File: src/aroc_pkg.sv
`timescale 1ns / 1ps

package aroc_pkg;

  localparam int unsigned CapacityDef = 512;
  localparam int unsigned CountW      = 10;

  // command codes
  localparam logic [1:0] CMD_CLEAR = 2'd0;
  localparam logic [1:0] CMD_ADD   = 2'd1;
  localparam logic [1:0] CMD_CHECK = 2'd2;

  typedef struct packed {
    logic [1:0]  cmd;
    logic [31:0] start_angle;
    logic [31:0] end_angle;
  } in_item_t;

  typedef struct packed {
    logic              visible;
    logic              dropped;
    logic [CountW-1:0] range_count;
  } out_item_t;

  // controller to datapath
  typedef struct packed {
    logic load;
    logic start;
    logic part;
    logic eval;
    logic w2;
    logic end_part;
    logic finish;
  } ctrl_cmd_t;

  // datapath to controller
  typedef struct packed {
    logic new_op;
    logic wrap;
    logic scan_end;
    logic need_w2;
    logic out_free;
  } ctrl_sts_t;

endpackage

File: src/aroc_ctrl.sv
`timescale 1ns / 1ps

module aroc_ctrl (
  input  logic                clk_i,
  input  logic                rst_ni,
  input  logic                in_valid_i,
  output logic                in_ready_o,
  input  aroc_pkg::ctrl_sts_t sts_i,
  output aroc_pkg::ctrl_cmd_t cmd_o
);

  localparam logic [2:0] S_IDLE  = 3'd0;
  localparam logic [2:0] S_START = 3'd1;
  localparam logic [2:0] S_RD    = 3'd2;
  localparam logic [2:0] S_EV    = 3'd3;
  localparam logic [2:0] S_W2    = 3'd4;
  localparam logic [2:0] S_ENDP  = 3'd5;
  localparam logic [2:0] S_FIN   = 3'd6;

  logic [2:0] state_q, state_d;
  logic       part_q, part_d;

  assign in_ready_o = (state_q == S_IDLE);

  // sequence the scan passes
  always_comb begin
    state_d = state_q;
    part_d  = part_q;
    cmd_o   = '0;
    cmd_o.part = part_q;
    case (state_q)
      S_IDLE: begin
        if (in_valid_i) begin
          cmd_o.load = 1'b1;
          part_d     = 1'b0;
          state_d    = sts_i.new_op ? S_START : S_FIN;
        end
      end
      S_START: begin
        cmd_o.start = 1'b1;
        state_d     = S_RD;
      end
      S_RD: begin
        state_d = sts_i.scan_end ? S_ENDP : S_EV;
      end
      S_EV: begin
        cmd_o.eval = 1'b1;
        state_d    = sts_i.need_w2 ? S_W2 : S_RD;
      end
      S_W2: begin
        cmd_o.w2 = 1'b1;
        state_d  = S_RD;
      end
      S_ENDP: begin
        cmd_o.end_part = 1'b1;
        if (sts_i.wrap && !part_q) begin
          part_d  = 1'b1;
          state_d = S_START;
        end else begin
          state_d = S_FIN;
        end
      end
      S_FIN: begin
        if (sts_i.out_free) begin
          cmd_o.finish = 1'b1;
          state_d      = S_IDLE;
        end
      end
      default: state_d = S_IDLE;
    endcase
  end

  always_ff @(posedge clk_i or negedge rst_ni) begin
    if (!rst_ni) begin
      state_q <= S_IDLE;
      part_q  <= 1'b0;
    end else begin
      state_q <= state_d;
      part_q  <= part_d;
    end
  end

endmodule

File: config.mk
export PLATFORM = sky130hd
export DESIGN_NAME = aroc_ctrl
export DESIGN_NICKNAME = d
export VERILOG_FILES = /design/src/aroc_pkg.sv /design/src/aroc_ctrl.sv
export SDC_FILE = /design/constraint.sdc
export NUM_CORES = 1
export LEC_CHECK = 0
export BUFFER_PORTS_ARGS = -buffer_cell sky130_fd_sc_hd__buf_2
export CORE_AREA = 2 2 39 41
export CTS_CLUSTER_DIAMETER = 120
export CTS_CLUSTER_SIZE = 28
export DETAILED_ROUTE_END_ITERATION = 12
export DIE_AREA = 0 0 41 43
export PLACE_DENSITY_LB_ADDON = 0.15
export SYNTH_ARGS = -nofsm -noshare
export SYNTH_HDL_FRONTEND = slang
export SYNTH_SLANG_ARGS = --single-unit
File: constraint.sdc
create_clock -name clk_i -period 1.85 [get_ports clk_i]
set_clock_uncertainty 0.2 [all_clocks]
set_input_delay 0.185 -clock clk_i [delete_from_list [all_inputs] [get_ports clk_i]]
set_output_delay 0.185 -clock clk_i [all_outputs]
set_load 0.01 [all_outputs]
== Yosys cells after proc, flatten, opt, wreduce, memory -nomap -nowiden ==
Index checks and enable logic that the tools add are counted.

* Register bits: 4
* Latch bits: 0
* RAM bits: 0
* Bits in read-only memories: 0
* Logic and storage cells: 36
* Memories kept: 0

* Add/sub/neg operators: 0
* Multiply operators: 0
* Divide/modulo/power cells: 0
* $lt $le $gt $ge: 0
* Equality and inequality tests: 9
* Shift-type cells: 0
* Mux-type cells: 18
* Bitwise operators: 0
* Reductions and logical operators: 7

{| class="wikitable"
|+ Operators by type and width
! cell !! number
|-
| $mux 3 || 6
|-
| $pmux 3 s6 || 1
|-
| $mux 1 || 10
|-
| $eq 3x3->1 const B || 3
|-
| $eq 3x2->1 const B || 2
|-
| $ne 2x2->1 const B || 3
|-
| $eq 3x1->1 const B || 1
|-
| $logic_not 3->1 || 1
|-
| $reduce_and 3->1 || 1
|-
| $pmux 1 s2 || 1
|-
| $reduce_and 2->1 || 1
|-
| $reduce_bool 2->1 || 1
|-
| $reduce_or 2->1 || 1
|-
| $logic_and 1x1->1 || 1
|-
| $logic_not 1->1 || 1
|}

== Longest topological paths before layout ==
Gate-level depths: netlist of run 1.

* Depth in word-level cells: 4
* Gate-level depth with buffers: 5

== Least setup slack after synthesis of run 1 ==
Ideal clock, no wire load.

* Kind: reg2out
* From: reg state_q[0]
* To: out cmd_o[6] (netlist name)
* Data arrival time: 1.111 ns
* Data required time: 1.465 ns
* Setup slack: 0.354 ns
* Cell stages (with the launch flop): 5
* Buffers on the path: 1
* Cells stage by stage: dfrtp_1 -> buf_6 -> or2_4 -> nor2_1 -> and2_1

{| class="wikitable"
|+ RTL lines
! what !! line !! text
|-
| from (decl) || aroc_ctrl.sv:20 || <nowiki>logic [2:0] state_q, state_d;</nowiki>
|-
| from (signal assigned) || aroc_ctrl.sv:78 || <nowiki>state_q <= state_d;</nowiki>
|-
| to (decl) || aroc_ctrl.sv:9 || <nowiki>output aroc_pkg::ctrl_cmd_t cmd_o</nowiki>
|}

==> results of run 1 <==
[registers in the layout, indices dropped and copies added (netlist names)]
name,cells
state_q,3
part_q,1
[layout by cell type, fill, tap and decap left out]
master and instances:
a21oi_1 3, a22o_1 1, a22oi_1 1, a31oi_1 1, and2_1 2, and2b_2 2, and3_1 1, buf_2 15
clkbuf_4 3, dfrtp_1 3, dfrtp_2 1, dlygate4sd3_1 1, inv_1 1, mux2i_1 1, nand2_1 3, nand3_1 1
nand3b_1 1, nor2_1 5, nor2b_1 1, nor3_1 1, nor3b_1 2, o21a_1 1, o21ai_0 2, o21ai_1 2
o22ai_2 1, or2_4 1
[cells by family after synthesis]
kind of cell           Yosys count  synth area share
AOI/OAI and AO/OA               12             0.227
buffers and inverters            6             0.117
DFF                              4             0.293
muxes                            1            0.0293
and+or+nand+nor                 20             0.333
[per-layer routing]
metal	vias up	GRT usage
li1	176	-
met4	0	0.0600
met1	152	0.114
met3	0	0.0681
met2	11	0.156
met5	-	0
[timing repair]
action	4_1_cts	5_1_grt
hold buffers	1	0
setup buffers	0	0
resized for setup	0	1
setup endpoints to repair	0	1
hold endpoints to repair	4	0
[final timing paths]
path,endpoint,slack [ps],cells past startpoint
setup / recovery,cmd_o[6],110,4
hold / removal,state_q[2],40,3
setup reg to reg,state_q[1],320,4
hold reg to reg,part_q,390,2
max in group asynchronous,state_q[2],1240,2
min in group asynchronous,state_q[0],80,2
[worst max-delay path, delay by kind of cell (launching register included)]
kind	cells	cell delay, ps
and+or+nand+nor	3	520
DFF	1	480
buffers and inverters	1	120
[through the flow]
| stage | utilization | setup WS (ps) | cell area (sq um) | std cells | hold slack [ps] |
|---|---|---|---|---|---|
| after floorplan | - | 354 | 342 | 43 | -311 |
| after global placement | 0.289 | 323 | 400 | 69 | -207 |
| after detailed placement | 0.289 | 326 | 400 | 69 | -209 |
| after CTS | 0.313 | 74.1 | 433 | 73 | 40.2 |
| after global routing | 0.314 | 8.73 | 434 | 73 | 60.9 |
| final | 0.314 | 110 | 434 | 73 | 41.4 |
[area by class of cell]
class                      instances  area share
sequential                         4       0.233
clock buffer                       3      0.0519
tap                               16      0.0461
inverter                           1     0.00865
timing repair buffer              16       0.196
multi-input combinational         33       0.464
[where the power goes]
group          leakage (nW)  internal, mW  switching [mW]
Combinational         0.153         0.170           0.167
Clock                0.0138        0.0726          0.0368
Sequential           0.0499         0.124          0.0901
==> key figures, run 1 <==
Drt
  • Routed vias/inst: 4.64
  • Drt first pass iters: 4
  • Via count: approximately 340
  • Metal3 WL: 70 um
  • ANT nets after route: 0
  • Top routing layer in use: met3
  • Final WL: around 820 um
  • Met1 wire length: 360 um
  • DRC: 0
  • Metal2 WL: just under 400 um
  • Avg WL per Cell: between 10 and 15 um
  • DRT iter0 DRCs: 13

STA
  • Tmin final: 1740 ps
  • Slew headroom: 0.761
  • Sum Neg Setup Slack: 0 ps
  • Final Max Slew Viols: 0
  • # setup viols final: 0
  • Worst Tran Pin Value: 358 ps
  • RSZ-0062 raised after global routing: false
  • Max Freq: between 500 and 600 MHz
  • Final Hold Fails: 0
  • Fin crit share: 0.940

Synthesis
  • Cells after Synth: 43
  • #FFs+latches synth: 4
  • Yosys warnings: 0
  • Area share of the largest cell type after synthesis: 0.293
  • Most numerous cell in the Yosys netlist: nor2_1
  • Netlist cell types: 25
  • Asr flop ratio synth: 1.00
  • Post-synth EDFFs: 0
  • Main flop type after synthesis: dfrtp_1
  • Post-synth top cells: 5 x nor2_1, 4 x dfrtp_1, 3 x a21oi_1, 3 x nand2_1
  • Synth top area cells: dfrtp_1 29%, nor2_1 5.5%, and2b_2 5.1%
  • Mapped Area: roughly 340 sq um
  • Top cell type by total area after synthesis: dfrtp_1
  • Syn Nets: 51
  • Sequential share of the synthesized area: 0.293
  • Mean Syn Cell Area: 7.94 sq um

Worst setup path
  • CP peak stage delay: 480 ps
  • Setup crit start: state_q[0]
  • Max FO, Critical Path: 10
  • Critical Path, Cell by Cell: or2_4, nor2_1, and2_1, buf_2
  • Critical path class: register to primary output
  • WP data required: between 1000 and 1500 ps
  • Slowest-stage cell, CP: dfrtp_1
  • CP startpoint kind: register
  • Data arrival time of the critical path: roughly 1400 ps
  • R2R Path Start: state_q[0]
  • Crit path capture type: primary output

Clock tree
  • Clock Latency Late Sink: roughly 240 ps
  • H-tree Lvls: 1
  • CTS Buffer Depth: 2
  • Clock-pin slew on the worst setup and hold paths: 40 ps
  • CTS Buf Count: 3
  • Clock sinks: 4
  • CTS tree: yes
  • Root Driver: clkbuf_4

Floorplan
  • Die height: 43 um
  • Top Ports: 16
  • Die Area: 1760 sq um
  • # rows: 14
  • Initial core utilization: 0.247
  • Die width: just over 40 um
  • Core area: 1380 sq um

Layout
  • Area grow syn2layout: 27.1%
  • Nets: 67
  • Antenna diodes: 0
  • Sequential cell area: ~100 sq um
  • Share of cells above drive strength 1: 0.404
  • # fillers: 156
  • Multi-input gate area: 201 sq um

Hold path
  • Hold Crit Class: input pin to register
  • Hold_sp: sts_i[0]

Place
  • Routability cong.: 0.757
  • Port Buffers: 15
  • Hpwl dp: 602 um

Global routing
  • First-pass GRT wire length: 1210 um
  • Largest net degree at the start of global routing: 13
  • Number of global-route vias before repair: 296
  • GRT Util Overall: 0.108
  • Initial antenna violation count: 0
  • GR Overflow Total: 0

Status
  • Status: finished, final reports clean

Power
  • VDD IR max: 0.566 mV
  • Power per cell area: around 1500 nW/um^2
  • P_leak: 0.217 nW
  • Pwr Total: 0.661 mW

Job
  • Maxcap violations: 0
Power figures use the tool's default switching activity.
==> run 2: changes to the inputs <==
CORE_AREA = 3 3 40 42   (was 2 2 39 41)
DIE_AREA = 0 0 43 45   (was 0 0 41 43)
RECOVER_POWER = 50   (was default)
==> run 2 against run 1 <==
First-iteration DRC count is 62% lower. Non-clock buffer count stayed put. Critical path depth stayed put. Flip-flop and latch count stayed put. Sequential power hardly changed. Clock power hardly changed. Cell count is 1.4% lower. Count of clock-buffer cells in the layout stayed put. Design area is 0.58% lower. Sequential share of layout area is 0.43 points higher.
==> key figures, run 2 (synthesis gave the netlist of run 1 again) <==
Status
  • Status: finished, final reports clean

Hold path
  • Hold Crit Class: input pin to register

STA
  • Final Hold Fails: 0
  • Tmin final: around 1700 ps
  • Max Freq: 580 MHz
  • Worst Tran Pin Value: 355 ps
  • RSZ-0062 raised after global routing: false
  • Slew headroom: 0.763
  • Worst Hold Slack: 48.0 ps
  • # setup viols final: 0
  • Final Max Slew Viols: 0
  • Sum Neg Setup Slack: 0 ps
  • Fin crit share: 0.932

Place
  • Port Buffers: 15
  • Hpwl dp: ~610 um
  • Routability cong.: 0.731

Clock tree
  • Clock-pin slew on the worst setup and hold paths: ~40 ps
  • CTS tree: yes
  • Post-CTS Repair Setup Buffers: 0
  • Clock Latency Late Sink: 230 ps
  • H-tree Lvls: 1
  • Clock sinks: 4
  • Root Driver: clkbuf_4
  • CTS Buf Count: 3
  • CTS Buffer Depth: 2

Floorplan
  • Die height: 45 um
  • Die Area: 1940 sq um
  • # rows: 13
  • Core area: between 1000 and 1500 sq um
  • Initial core utilization: 0.266
  • Top Ports: 16
  • Die width: 43 um

Drt
  • Final WL: 829 um
  • DRT iter0 DRCs: 5
  • Drt first pass iters: 4
  • Routed vias/inst: between 4 and 5
  • Avg WL per Cell: between 10 and 15 um
  • ANT nets after route: 0
  • DRC: 0
  • Via count: 344

Layout
  • # fillers: 149
  • Most common cell after layout, fill and taps aside: buf_2
  • Max reg flops: 3
  • Multi-input gate area: 201 sq um
  • Commonest non-fill, non-tap cells in the layout: 13 x buf_2, 5 x nor2_1, 3 x nand2_1, 3 x a21oi_1, 3 x clkbuf_4
  • Biggest regs: state_q x3, part_q x1
  • Area grow syn2layout: 26.4%
  • Largest Register: state_q
  • Share of cells above drive strength 1: 0.386
  • Sequential cell area: 103 sq um
  • Antenna diodes: 0
  • Nets: 67

Worst setup path
  • Critical path class: register to primary output
  • Max FO, Critical Path: 11
  • WP data required: 1460 ps
  • CP startpoint kind: register
  • Data arrival time of the critical path: 1340 ps
  • Crit path capture type: primary output

Power
  • Power per cell area: ~1500 nW/um^2
  • NetSw: 0.292 mW
  • VDD IR max: 0.664 mV
  • P_leak: 0.209 nW
  • Gate power share: 0.509
  • Internal: about 0.37 mW
  • Seq pwr share: 0.322
  • Switching part of the total: 0.443
  • Clock power frac: 0.169

Job
  • Maxcap violations: 0

Global routing
  • Grt met2 use: 0.135
  • Most used routing layer: met2
  • Number of global-route vias before repair: 329
  • First-pass GRT wire length: 1320 um
  • Initial antenna violation count: 0
  • GR Overflow Total: 0
  • Largest net degree at the start of global routing: 13
  • M3 GR Usage: 0.0120
  • GRT Util Overall: 0.0919
  • Met1 global-route usage: 0.122
-- run 2: area by class of cell --
| cell class | count | area share |
|---|---|---|
| clock buffer | 3 | 0.0522 |
| inverter | 1 | 0.00870 |
| multi-input combinational | 33 | 0.467 |
| sequential | 4 | 0.238 |
| tap | 15 | 0.0435 |
| timing repair buffer | 16 | 0.191 |
-- run 2: power by group through the flow --
stage | Combinational (mW) | Sequential (mW) | Clock (mW)
3_5_place_dp | 0.340 | 0.207 | 0
6_report | 0.336 | 0.213 | 0.112
3_3_place_gp | 0.339 | 0.215 | 0
2_1_floorplan | 0.342 | 0.138 | 0
4_1_cts | 0.340 | 0.209 | 0.119
5_1_grt | 0.376 | 0.230 | 0.124
-- run 2: what timing repair did --
action | 4_1_cts | 5_1_grt
endpoints found under the setup margin | 0 | 1
hold buffers | 1 | 0
hold endpoints to repair | 4 | 0
gates resized for setup | 0 | 2
-- run 2: worst max-delay path: stages, from the launching register on --
cell and delay [ps]:
dfrtp_2 460, or2_4 290, nor2_1 110, and2_1 130, buf_2 120
-- run 2: stage by stage --
step	setup slack, ps	instance area, sq um	utilization	instances	power [mW]
6_report	125	432	0.336	72	0.660
3_5_place_dp	319	399	0.311	68	0.547
4_1_cts	56.4	432	0.336	72	0.667
5_1_grt	13.7	432	0.336	72	0.730
2_1_floorplan	354	342	-	43	0.480
3_3_place_gp	321	399	0.311	68	0.554
-- run 2: layer usage --
metal  vias to the layer above  routed length, um
li1                        176                  -
met1                       154                399
met2                        14                365
met3                         0                 65
met4                         0                  0
met5                         -                  0
-- run 2: path summary, 6_finish.rpt --
check	start	endpoint	slack, ps	cells after the start
worst max-delay path	state_q[2]	cmd_o[6]	120	4
worst min-delay path	sts_i[3]	part_q	50	3
worst max register to register	state_q[2]	state_q[1]	360	4
worst min register to register	part_q	part_q	390	2
max in group asynchronous	rst_ni	state_q[2]	1140	2
min in group asynchronous	rst_ni	state_q[1]	110	2
